File: config.mk
export PLATFORM = sky130hd
export DESIGN_NAME = bpp_front
export DESIGN_NICKNAME = d
export VERILOG_FILES = /design/src/sv/bpp_pkg.sv /design/src/sv/bpp_front.sv
export SDC_FILE = /design/constraint.sdc
export NUM_CORES = 1
export LEC_CHECK = 0
export BUFFER_PORTS_ARGS = -buffer_cell sky130_fd_sc_hd__buf_2
export CAP_MARGIN = 20
export CORE_AREA = 2 2 229 231
export DETAILED_ROUTE_END_ITERATION = 7
export DIE_AREA = 0 0 231 233
export PLACE_DENSITY_LB_ADDON = 0.3
export SLEW_MARGIN = 20
export SYNTH_ARGS = -nofsm -noshare
export SYNTH_HDL_FRONTEND = slang
export SYNTH_SLANG_ARGS = --single-unit
File: constraint.sdc
create_clock -name clk -period 4.5 [get_ports clk]
set_input_delay 0.45 -clock clk [delete_from_list [all_inputs] [get_ports clk]]
set_output_delay 0.45 -clock clk [all_outputs]
set_load 0.005 [all_outputs]
File: src/sv/bpp_pkg.sv
// ----------------------------------------------------------------------------
// Beat position projector package
// Shared widths, status codes and the sideband word carried down the pipeline.
// ----------------------------------------------------------------------------
package bpp_pkg;

  localparam int unsigned FracBits  = 32;
  localparam int unsigned BeatBits  = 64;
  localparam int unsigned ProdBits  = 72;
  localparam int unsigned IndexBits = 40;

  // Status codes of a result word.
  localparam logic [2:0] ST_OK            = 3'd0;
  localparam logic [2:0] ST_ZERO_RATIO    = 3'd1;
  localparam logic [2:0] ST_EPOCH         = 3'd2;
  localparam logic [2:0] ST_BAD_ANCHOR    = 3'd3;
  localparam logic [2:0] ST_HORIZON       = 3'd4;
  localparam logic [2:0] ST_OVERFLOW      = 3'd5;
  localparam logic [2:0] ST_BEFORE_ORIGIN = 3'd6;

  // Per-word fields that ride alongside the beat division.
  typedef struct packed {
    logic [2:0]  status;
    logic        fwd;
    logic [63:0] base;
    logic [7:0]  num;
    logic [7:0]  den;
  } bpp_side_t;

endpackage

File: src/sv/bpp_front.sv
// ----------------------------------------------------------------------------
// Beat position projector front end
// Registers an input word, runs the early checks and forms the frame distance.
// ----------------------------------------------------------------------------
module bpp_front (
  input  logic                clk,
  input  logic                rst,
  input  logic                en,
  input  logic                in_valid,
  input  logic [63:0]         anchor_epoch,
  input  logic [63:0]         query_epoch,
  input  logic [63:0]         reference_frame,
  input  logic [63:0]         beat_period,
  input  logic [63:0]         anchor_position_q32,
  input  logic [63:0]         target_frame,
  input  logic [7:0]          ratio_num,
  input  logic [7:0]          ratio_den,
  output logic                out_valid,
  output bpp_pkg::bpp_side_t  out_side,
  output logic [31:0]         out_dist,
  output logic [62:0]         out_period
);
  import bpp_pkg::*;

  logic        fwd;
  logic [63:0] frame_gap;
  logic [2:0]  status_next;

  // Direction and absolute distance between the two frames.
  always_comb begin
    fwd       = target_frame >= reference_frame;
    frame_gap = fwd ? target_frame - reference_frame : reference_frame - target_frame;
  end

  // The first failing check sets the status.
  always_comb begin
    if (ratio_num == 8'd0 || ratio_den == 8'd0) begin
      status_next = ST_ZERO_RATIO;
    end else if (anchor_epoch != query_epoch) begin
      status_next = ST_EPOCH;
    end else if (beat_period[63:32] == 32'd0 || beat_period[63]) begin
      status_next = ST_BAD_ANCHOR;
    end else if (frame_gap[63:32] != 32'd0) begin
      status_next = ST_HORIZON;
    end else begin
      status_next = ST_OK;
    end
  end

  // Stage register.
  always_ff @(posedge clk) begin
    if (rst) begin
      out_valid <= 1'b0;
    end else if (en) begin
      out_valid <= in_valid;
    end
    if (en) begin
      out_side.status <= status_next;
      out_side.fwd    <= fwd;
      out_side.base   <= anchor_position_q32;
      out_side.num    <= ratio_num;
      out_side.den    <= ratio_den;
      out_dist        <= frame_gap[31:0];
      out_period      <= beat_period[62:0];
    end
  end

endmodule

==> qor.yml <==
status:
  status: "complete, no violations"
finish:
  syn_to_final_growth_pct: 31.46
  fin_cells: 2978
  design_area_um2: 19690
  final_util: 0.3853
  final_layout_size_suffix_gt1_frac: 0.3320
  finalNetCount: 2815
setup_path:
  r2r_slack_ns: 3.91
  reg2reg_from: "out_valid$_SDFFE_PP0P_"
  critPathRequiredTime_ns: 4.71
  path_max_fanout: 3
  arrival_ns: 4.24
  start_kind: "primary input"
  r2r-end: "out_valid$_SDFFE_PP0P_"
  endpoint_kind: "flop"
  critical_path_class: "in2reg"
  worst_r2r_path_depth: 2
placement:
  finalWeightedCongestion: 0.9967
  place_ws_ns: 0.09873
  dpl-instance-area_um2: 19050
  place_inst: 2943
  port_buffers: 583
  dp_hpwl_um: 59460
timing:
  holdWs_ns: 0.1666
  setup_viol: 0
  worst_slack_ns: 0.4696
  fmax_mhz: 248.1
  drv_slew: 0
  tns_ns: 0
  finalCriticalPeriod_ns: 4.030
  rsz0062_at_grt: "false"
  timing.final.crit_share: 0.8957
  finClkSkew_ns: 0
  slew_headroom: 0.3846
  worst_pin_slew_ns: 0.9155
  finalHoldViolCount: 0
drt:
  via_count: 16020
  drt-pass1-iter-count: 6
  viasPerCell: 5.380
  ant_nets: 0
  initialDrtViolationCount: 1452
  drc: 0
  drt-total-wl_um: 68960
  routedWlPerCell_um: 23.16
pwr:
  power_mw: 5.793
  cellPowerDensity_nw_per_um2: 294.2
  ir_drop_mv: 0.2259
  p_leak_nw: 8.887
synth:
  synth_top_area_frac: 0.3589
  synth.avg_cell_area_um2: 9.060
  yosysTopAreaCell: "edfxtp_1"
  synthTopCellsByArea: "edfxtp_1 (36%), ha_1 (11%), a21oi_1 (6.6%)"
  syn_nets: 2186
  ys_warn_count: 0
  synthCells: 1653
  ys_ff_latch: 180
  seq_area_frac_synth: 0.3602
  synthFlopType: "edfxtp_1"
  synth.distinct_cells: 85
  synthTopCellsByCount: "a21oi_1 (197), edfxtp_1 (179), inv_1 (148)"
  synth.most_common_cell: "a21oi_1"
  synth-edff-count: 179
  syn_area_um2: 14980
  synthArstFlopShare: 0
floorplan:
  start_util: 0.2931
  io_pins: 584
  fp-row-count: 83
  die_w_um: 231
  die_h_um: 233
  core-area_um2: 51090
  die_area_um2: 53820
clock_tree:
  cts_root_buffer: "clkbuf_16"
  postCtsHoldBufs: 0
  clkTransAtPathRegs_ns: 0.08
  post-cts-setup-buffer-count: 0
  cts_sinks: 180
  numCtsBuffers: 17
  post_cts_resize_count: 0
  clock_latency_ns: 0.43
  cts_max_level: 4
  clockBufferDepth: 2
  cts_tree: "yes"
min_path:
  hold-path-endpoint: "out_valid$_SDFFE_PP0P_"
  min_from: "rst"
  holdPathStages: 2
  min_path_type: "in2reg"
global_route:
  grt_pass1_vias: 15520
  grt-ovfl-total: 0
  grt_util_all_layers: 0.2437
  antenna_found_initial: 10
  grt_pass1_wl_um: 97520
  grt_max_degree: 101
run:
  cap_violations: 0
## per-layer routing
layer  routed length (um)  share of wire  track usage  vias to the layer above
li1                     -              -            -                     7327
met4                 2216          0.032      0.08226                        2
met2                32940           0.48       0.4118                      859
met5                   13        0.00019            0                        -
met3                 5365          0.078      0.04289                      127
met1                28430           0.41       0.3133                     7706
## power breakdown
group	switching (mW)	internal [mW]	leakage, nW
combinational	1.30	0.806	6.82
clock	0.772	0.816	0.308
sequential	0.0503	2.05	1.76
## registers in the layout, indices dropped and copies added (netlist names)
signal,count
out_side,84
out_period,63
out_valid,1
out_dist,32
## logic make-up after synthesis
kind of cell	Yosys count	synth area share
adders and majority gates	129	0.1088
AOI/OAI and AO/OA	548	0.2336
and+or+nand+nor	418	0.1353
buffers and inverters	214	0.06433
muxes	21	0.01420
DFF	180	0.3602
xor gates and xnor gates	143	0.08363
## worst max-delay path by stage
stage,start,endpoint,slack (ns)
finish,target_frame[0],out_side[83]$_SDFFCE_PP0P_,0.47
global route,target_frame[0],out_side[83]$_SDFFCE_PP0P_,0.36
CTS,target_frame[0],out_side[83]$_SDFFCE_PP0P_,0.57
detailed placement,target_frame[0],out_side[83]$_SDFFCE_PP0P_,0.1
global placement,reference_frame[0],out_side[83]$_SDFFCE_PP0P_,0.08
floorplan,target_frame[0],out_side[83]$_SDFFCE_PP0P_,1.01
## critical path, stage by stage
cell and delay (ns):
buf_2 0.09, inv_1 0.04, ha_1 0.19, fa_1 0.45
nand2b_1 0.23, a2111oi_0 0.67, a211oi_1 0.16, o21ai_1 0.29
a221oi_1 0.18, o21a_1 0.28, o31ai_4 0.26, xor2_1 0.11
nor4_1 0.27, and3_1 0.19, a41oi_1 0.15, o211a_1 0.23
## cells in the final DEF, fill, tap and decap left out, drive strengths merged, types with 20 or more instances in the layout
master / netlist / final
inv: 148 / 157
buf: 60 / 675
ha: 127 / 127
nor3: 34 / 34
nor4: 42 / 42
nand2: 119 / 119
nand3: 21 / 21
o21a: 20 / 20
nor2: 113 / 113
edfxtp: 179 / 179
a21o: 25 / 25
xor2: 103 / 103
a211oi: 20 / 20
o21ai: 139 / 139
nand4: 50 / 50
a21oi: 216 / 216
o21bai: 21 / 21
xnor2: 40 / 40
o211ai: 20 / 20
## cell type report
| class | instances | area (um^2) |
|---|---|---|
| antenna | 3 | 7.507 |
| clock buffer | 17 | 425.4 |
| clock inverter | 15 | 205.2 |
| fill | 5289 | 31410 |
| inverter | 148 | 555.5 |
| multi-input combinational | 1259 | 8625 |
| sequential | 180 | 5395 |
| tap | 680 | 850.8 |
| timing repair buffer | 676 | 3625 |
Note: power is estimated with default switching activity, not from simulation.
