## config.mk

```make
export PLATFORM = sky130hd
export DESIGN_NAME = bpp_scale
export DESIGN_NICKNAME = d
export VERILOG_FILES = /design/src/sv/bpp_pkg.sv /design/src/sv/bpp_scale.sv
export SDC_FILE = /design/constraint.sdc
export NUM_CORES = 2
export LEC_CHECK = 0
export BUFFER_PORTS_ARGS = -buffer_cell sky130_fd_sc_hd__buf_2
export CELL_PAD_IN_SITES_DETAIL_PLACEMENT = 1
export CELL_PAD_IN_SITES_GLOBAL_PLACEMENT = 1
export CORE_ASPECT_RATIO = 1.2
export CORE_MARGIN = 10
export CORE_UTILIZATION = 24
export DETAILED_ROUTE_END_ITERATION = 8
export PLACE_DENSITY = 0.45
export SETUP_SLACK_MARGIN = 0.05
export SYNTH_ARGS = -nofsm -noshare
export SYNTH_HDL_FRONTEND = slang
export SYNTH_SLANG_ARGS = --single-unit
```

## constraint.sdc

```tcl
create_clock -name clk -period 23.4 [get_ports clk]
set_input_delay 4.68 -clock clk [delete_from_list [all_inputs] [get_ports clk]]
set_output_delay 4.68 -clock clk [all_outputs]
set_load 0.05 [all_outputs]
```

## src/sv/bpp_pkg.sv

```systemverilog
// ----------------------------------------------------------------------------
// Beat position projector package
// Shared widths, status codes and the sideband word carried down the pipeline.
// ----------------------------------------------------------------------------
package bpp_pkg;

  localparam int unsigned FracBits  = 32;
  localparam int unsigned BeatBits  = 64;
  localparam int unsigned ProdBits  = 72;
  localparam int unsigned IndexBits = 40;

  // Status codes of a result word.
  localparam logic [2:0] ST_OK            = 3'd0;
  localparam logic [2:0] ST_ZERO_RATIO    = 3'd1;
  localparam logic [2:0] ST_EPOCH         = 3'd2;
  localparam logic [2:0] ST_BAD_ANCHOR    = 3'd3;
  localparam logic [2:0] ST_HORIZON       = 3'd4;
  localparam logic [2:0] ST_OVERFLOW      = 3'd5;
  localparam logic [2:0] ST_BEFORE_ORIGIN = 3'd6;

  // Per-word fields that ride alongside the beat division.
  typedef struct packed {
    logic [2:0]  status;
    logic        fwd;
    logic [63:0] base;
    logic [7:0]  num;
    logic [7:0]  den;
  } bpp_side_t;

endpackage

```

## src/sv/bpp_scale.sv

```systemverilog
// ----------------------------------------------------------------------------
// Beat position projector scaler
// Applies the beat count to the anchor position, multiplies by the ratio
// numerator and divides by the denominator eight bits per stage.
// ----------------------------------------------------------------------------
module bpp_scale (
  input  logic                clk,
  input  logic                rst,
  input  logic                en,
  input  logic                in_valid,
  input  bpp_pkg::bpp_side_t  in_side,
  input  logic [63:0]         in_beats,
  input  logic                in_rem_left,
  output logic                out_valid,
  output logic [2:0]          status,
  output logic [39:0]         beat_number,
  output logic [31:0]         beat_phase
);
  import bpp_pkg::*;

  localparam int unsigned BitsPerStage = 8;
  localparam int unsigned DivStages    = ProdBits / BitsPerStage;

  logic [64:0] sum;
  logic [64:0] ceil_beats;
  logic [2:0]  a_status_next;
  logic [63:0] a_pos_next;

  logic        a_valid;
  logic [2:0]  a_status;
  logic [63:0] a_pos;
  logic [7:0]  a_num;
  logic [7:0]  a_den;

  logic        b_valid;
  logic [2:0]  b_status;
  logic [71:0] b_prod;
  logic [7:0]  b_den;

  logic [DivStages:0] dvld;
  logic [2:0]         dstat [DivStages+1];
  logic [7:0]         dden  [DivStages+1];
  logic [71:0]        dword [DivStages+1];
  logic [7:0]         drem  [DivStages+1];

  // Forward add with carry out, or backward subtract of the ceiling.
  always_comb begin
    sum           = {1'b0, in_side.base} + {1'b0, in_beats};
    ceil_beats    = {1'b0, in_beats} + {64'd0, in_rem_left};
    a_status_next = in_side.status;
    a_pos_next    = 64'd0;
    if (in_side.fwd) begin
      a_pos_next = sum[63:0];
      if (in_side.status == ST_OK && sum[64]) begin
        a_status_next = ST_OVERFLOW;
      end
    end else begin
      a_pos_next = in_side.base - ceil_beats[63:0];
      if (in_side.status == ST_OK && ceil_beats > {1'b0, in_side.base}) begin
        a_status_next = ST_BEFORE_ORIGIN;
      end
    end
  end

  // Position stage and product stage.
  always_ff @(posedge clk) begin
    if (rst) begin
      a_valid <= 1'b0;
      b_valid <= 1'b0;
    end else if (en) begin
      a_valid <= in_valid;
      b_valid <= a_valid;
    end
    if (en) begin
      a_status <= a_status_next;
      a_pos    <= a_pos_next;
      a_num    <= in_side.num;
      a_den    <= in_side.den;
      b_status <= a_status;
      b_prod   <= {64'd0, a_num} * {8'd0, a_pos};
      b_den    <= a_den;
    end
  end

  assign dvld[0]  = b_valid;
  assign dstat[0] = b_status;
  assign dden[0]  = b_den;
  assign dword[0] = b_prod;
  assign drem[0]  = 8'd0;

  // Divide by the denominator; quotient bits shift in as dividend bits leave.
  for (genvar k = 0; k < DivStages; k++) begin : g_div
    logic [71:0] word_next;
    logic [7:0]  rem_next;

    always_comb begin
      logic [8:0]  t;
      logic [71:0] w;
      logic [7:0]  r;
      w = dword[k];
      r = drem[k];
      for (int i = 0; i < BitsPerStage; i++) begin
        t = {r, w[71]};
        w = {w[70:0], 1'b0};
        if (t >= {1'b0, dden[k]}) begin
          t    = t - {1'b0, dden[k]};
          w[0] = 1'b1;
        end
        r = t[7:0];
      end
      word_next = w;
      rem_next  = r;
    end

    always_ff @(posedge clk) begin
      if (rst) begin
        dvld[k+1] <= 1'b0;
      end else if (en) begin
        dvld[k+1] <= dvld[k];
      end
      if (en) begin
        dstat[k+1] <= dstat[k];
        dden[k+1]  <= dden[k];
        dword[k+1] <= word_next;
        drem[k+1]  <= rem_next;
      end
    end
  end

  // Output register; an error word carries zero fields.
  always_ff @(posedge clk) begin
    if (rst) begin
      out_valid <= 1'b0;
    end else if (en) begin
      out_valid <= dvld[DivStages];
    end
    if (en) begin
      status <= dstat[DivStages];
      if (dstat[DivStages] == ST_OK) begin
        beat_number <= dword[DivStages][71:32];
        beat_phase  <= dword[DivStages][31:0];
      end else begin
        beat_number <= 40'd0;
        beat_phase  <= 32'd0;
      end
    end
  end

endmodule

```

==> out/results.ini <==
[status]
status=completed

[clock_network]
cts_tree=built
cts_buffers=140
insertion_delay_ps=840
cts_sinks=1056
cts.clk_slew.worst_paths_ps=60
cts-root-buf=clkbuf_16
clockBufferDepth=4
hold_buffers=0
htree_levels=4

[sta]
slew_headroom_pct=25.04
worst_pin_slew_ps=1096
period_minus_slack_ps=21550
rsz0062_at_grt=yes
finalHoldViolCount=0
fin_skew_ps=46.43
setup_viol=0
setup-tns-final_ps=0
report.final.slew_viol_count=0
timing.final.crit_share_pct=92.09
clock.fmax_mhz=46.41

[worst_setup_path]
required_ps=23980
crit_fanout=14
cp_common_cell=o21ai_0
cp_num_cells=87
rr_worst_depth=87
cp_top_family=compound AO/OA/AOI/OAI gates
critPathBufInv=8
slowest_delay_ps=580
worstSetupPathType=reg -> reg
critPathCaptureType=flip-flop
arrival_ps=22130
critPathLaunchType=flip-flop
slowest_stage=o211a_1

[global_routing]
grt_pass1_wl_mm=421.2
grt_pass1_vias=71361
grt_usage_pct=13.23
antenna_found_initial=21
grt_max_degree=164
grt_remaining_overflow=0

[synth]
synth_cell_types=123
synth_edf_count=1044
synth_ff_type=edfxtp_1
ys_seq_elements=1056
postSynthCellCount=8681
yosysSeqAreaShare_pct=35.58
syn_area_um2=88790
async_reset_ff_share_pct=0
yosysWarnings=0
synth_nets=10133
avgSynthCellArea_um2=10.23

[finish]
fillers=41914
nets=10421
area_delta_synth_final_pct=13.36
final_layout_size_suffix_gt1_share_pct=10.17
fin_util_pct=27.34

[floorplan]
core-area_um2=368200
rows=244
die_w_um=575.3
pin_count=229
initial_utilization_pct=24.12
dieHeight_um=686.3
dieArea_um2=394800

[routing]
vias_per_cell=4.602
wire_per_inst_um=19.17
drt_iter0_markers=2431
dr.pass1.iters=7
drc=0
dr_total_vias=64390
ant_nets=0
drt_wl_total_mm=268.2

[hold_path]
min_path_type=reg -> reg
hold_path_depth=0

[placement]
dp_hpwl_mm=209.6
gp_congestion=0.8118
portBuffers=228

[run]
maxCapViolations=0

-- sequential cells by signal, summed over array words and instances (netlist names), 8 cells and up --
register,cells
dword,648
b_prod,72
a_pos,64
dden,64
drem,64
beat_number,40
beat_phase,32
dstat,27
dvld,9
a_den,8
a_num,8
b_den,8
-- cell usage in the layout (no fill, tap or decap), drive strengths merged, types with 42 or more instances in the layout --
master  netlist  final
edfxtp     1044   1044
inv         964    972
ha          855    855
nand2       713    713
a21oi       479    479
o21ai       471    471
fa          444    444
nor2        429    429
and2        316    316
buf          31    314
xnor2       302    302
a21o        284    284
xor2        244    244
mux2        242    242
nand3       176    176
nor2b       163    163
clkbuf      137    157
mux2i       131    131
nand2b      122    122
nor3        101    101
o21a         85     85
nand4        84     84
and3         69     69
o21bai       59     59
a21boi       59     59
clkinv        4     57
a211oi       53     53
or2          47     47
o211ai       43     43
o31ai        42     42
-- worst register-to-register path, delay by kind of cell (launching register included) --
family | cells | cell delay (ps)
fa+ha+maj | 8 | 2420
buf+inv | 8 | 1300
compound gates | 44 | 10090
simple gates | 18 | 3500
flops | 1 | 420
mux | 9 | 3520
-- synthesized netlist by cell type (19+ instances only) --
| cell type | number | area share [%] |
|---|---|---|
| xor2_1 | 244 | 2.4 |
| a211o_1 | 19 | 0.19 |
| and3_1 | 68 | 0.48 |
| nor3b_1 | 20 | 0.17 |
| fa_1 | 444 | 10 |
| a21o_1 | 282 | 2.4 |
| o31ai_1 | 42 | 0.36 |
| nand3_1 | 175 | 0.99 |
| nand4_1 | 84 | 0.59 |
| a31oi_1 | 25 | 0.18 |
| inv_1 | 947 | 4.0 |
| mux2i_1 | 126 | 1.4 |
| xnor2_1 | 302 | 3.0 |
| nor2b_1 | 163 | 1.1 |
| o31a_1 | 20 | 0.20 |
| buf_2 | 20 | 0.11 |
| nand2_1 | 712 | 3.0 |
| nor3_1 | 97 | 0.55 |
| and4_1 | 37 | 0.36 |
| o211ai_1 | 42 | 0.36 |
| o21ai_0 | 462 | 2.6 |
| nand2b_1 | 122 | 0.86 |
| a21boi_0 | 59 | 0.50 |
| or3_1 | 33 | 0.23 |
| mux2_2 | 240 | 3.0 |
| a211oi_1 | 46 | 0.39 |
| and2_1 | 313 | 2.2 |
| edfxtp_1 | 1044 | 35 |
| nor2_1 | 425 | 1.8 |
| ha_1 | 855 | 12 |
| clkbuf_1 | 134 | 0.57 |
| a21oi_1 | 475 | 2.7 |
| or2_2 | 43 | 0.30 |
| o21a_1 | 85 | 0.72 |
| o21bai_1 | 59 | 0.50 |
-- cell type report --
| class | count | area [um2] | share of cell area [%] |
|---|---|---|---|
| diodes | 2 | 5.005 | 0.004972 |
| clock buffers | 157 | 3620 | 3.596 |
| clock inverters | 85 | 860.8 | 0.8552 |
| inverters | 968 | 3660 | 3.636 |
| multi-input cells | 6489 | 52940 | 52.59 |
| flip-flops and latches | 1056 | 31590 | 31.38 |
| well taps | 4920 | 6156 | 6.116 |
| repair buffers | 314 | 1829 | 1.817 |
-- metal layers --
| metal | vias to the layer above | part of all wire [%] | track usage (%) |
|---|---|---|---|
| met4 | 4 | 2.6 | 3.399 |
| met2 | 674 | 49 | 23.63 |
| met5 | - | 0.0075 | 0 |
| li1 | 31329 | - | - |
| met1 | 32055 | 46 | 16.85 |
| met3 | 328 | 2.5 | 1.614 |
-- final timing paths --
| check | start | to | slack (ps) |
|---|---|---|---|
| worst min register to register | dword[551] | dword[487] | 370 |
| worst min-delay path | dword[551] | dword[487] | 370 |
| worst max register to register | dden[70] | drem[59] | 1850 |
| worst max-delay path | dden[70] | drem[59] | 1850 |
-- per-stage QoR --
step	hold slack, ps	setup slack [ps]	cell area (um2)	std cells
floorplan	400.3	5350	88790	8681
global placement	400.7	648.1	95850	13716
detailed placement	405.2	513.3	95850	13716
CTS	373.0	371.1	100300	13958
global route	388.7	23.22	100700	13991
finish	373.5	1851	100700	13991
-- what timing repair did --
item                                    4_1_cts  5_1_grt
hold endpoints to repair                      0        0
buffers inserted                              0       31
endpoints found under the setup margin        0       47
gates resized for setup                       0       29
-- logic make-up (layout without fill, tap and decap cells) --
kind of cell    Yosys count  count (layout)  share of synthesized area (%)
compound gates         1891            1891                          13.97
xor+xnor                546             546                          5.386
fa+ha+maj              1299            1299                          22.06
buf+inv                1136            1524                          4.902
flops                  1056            1056                          35.58
mux                     373             373                          4.601
other cells               0               2                              0
simple gates           2380            2380                          13.51
Power is left out: the tool's default activity adds up to more than one toggle a clock period on the data nets, which glitch-free logic cannot reach.
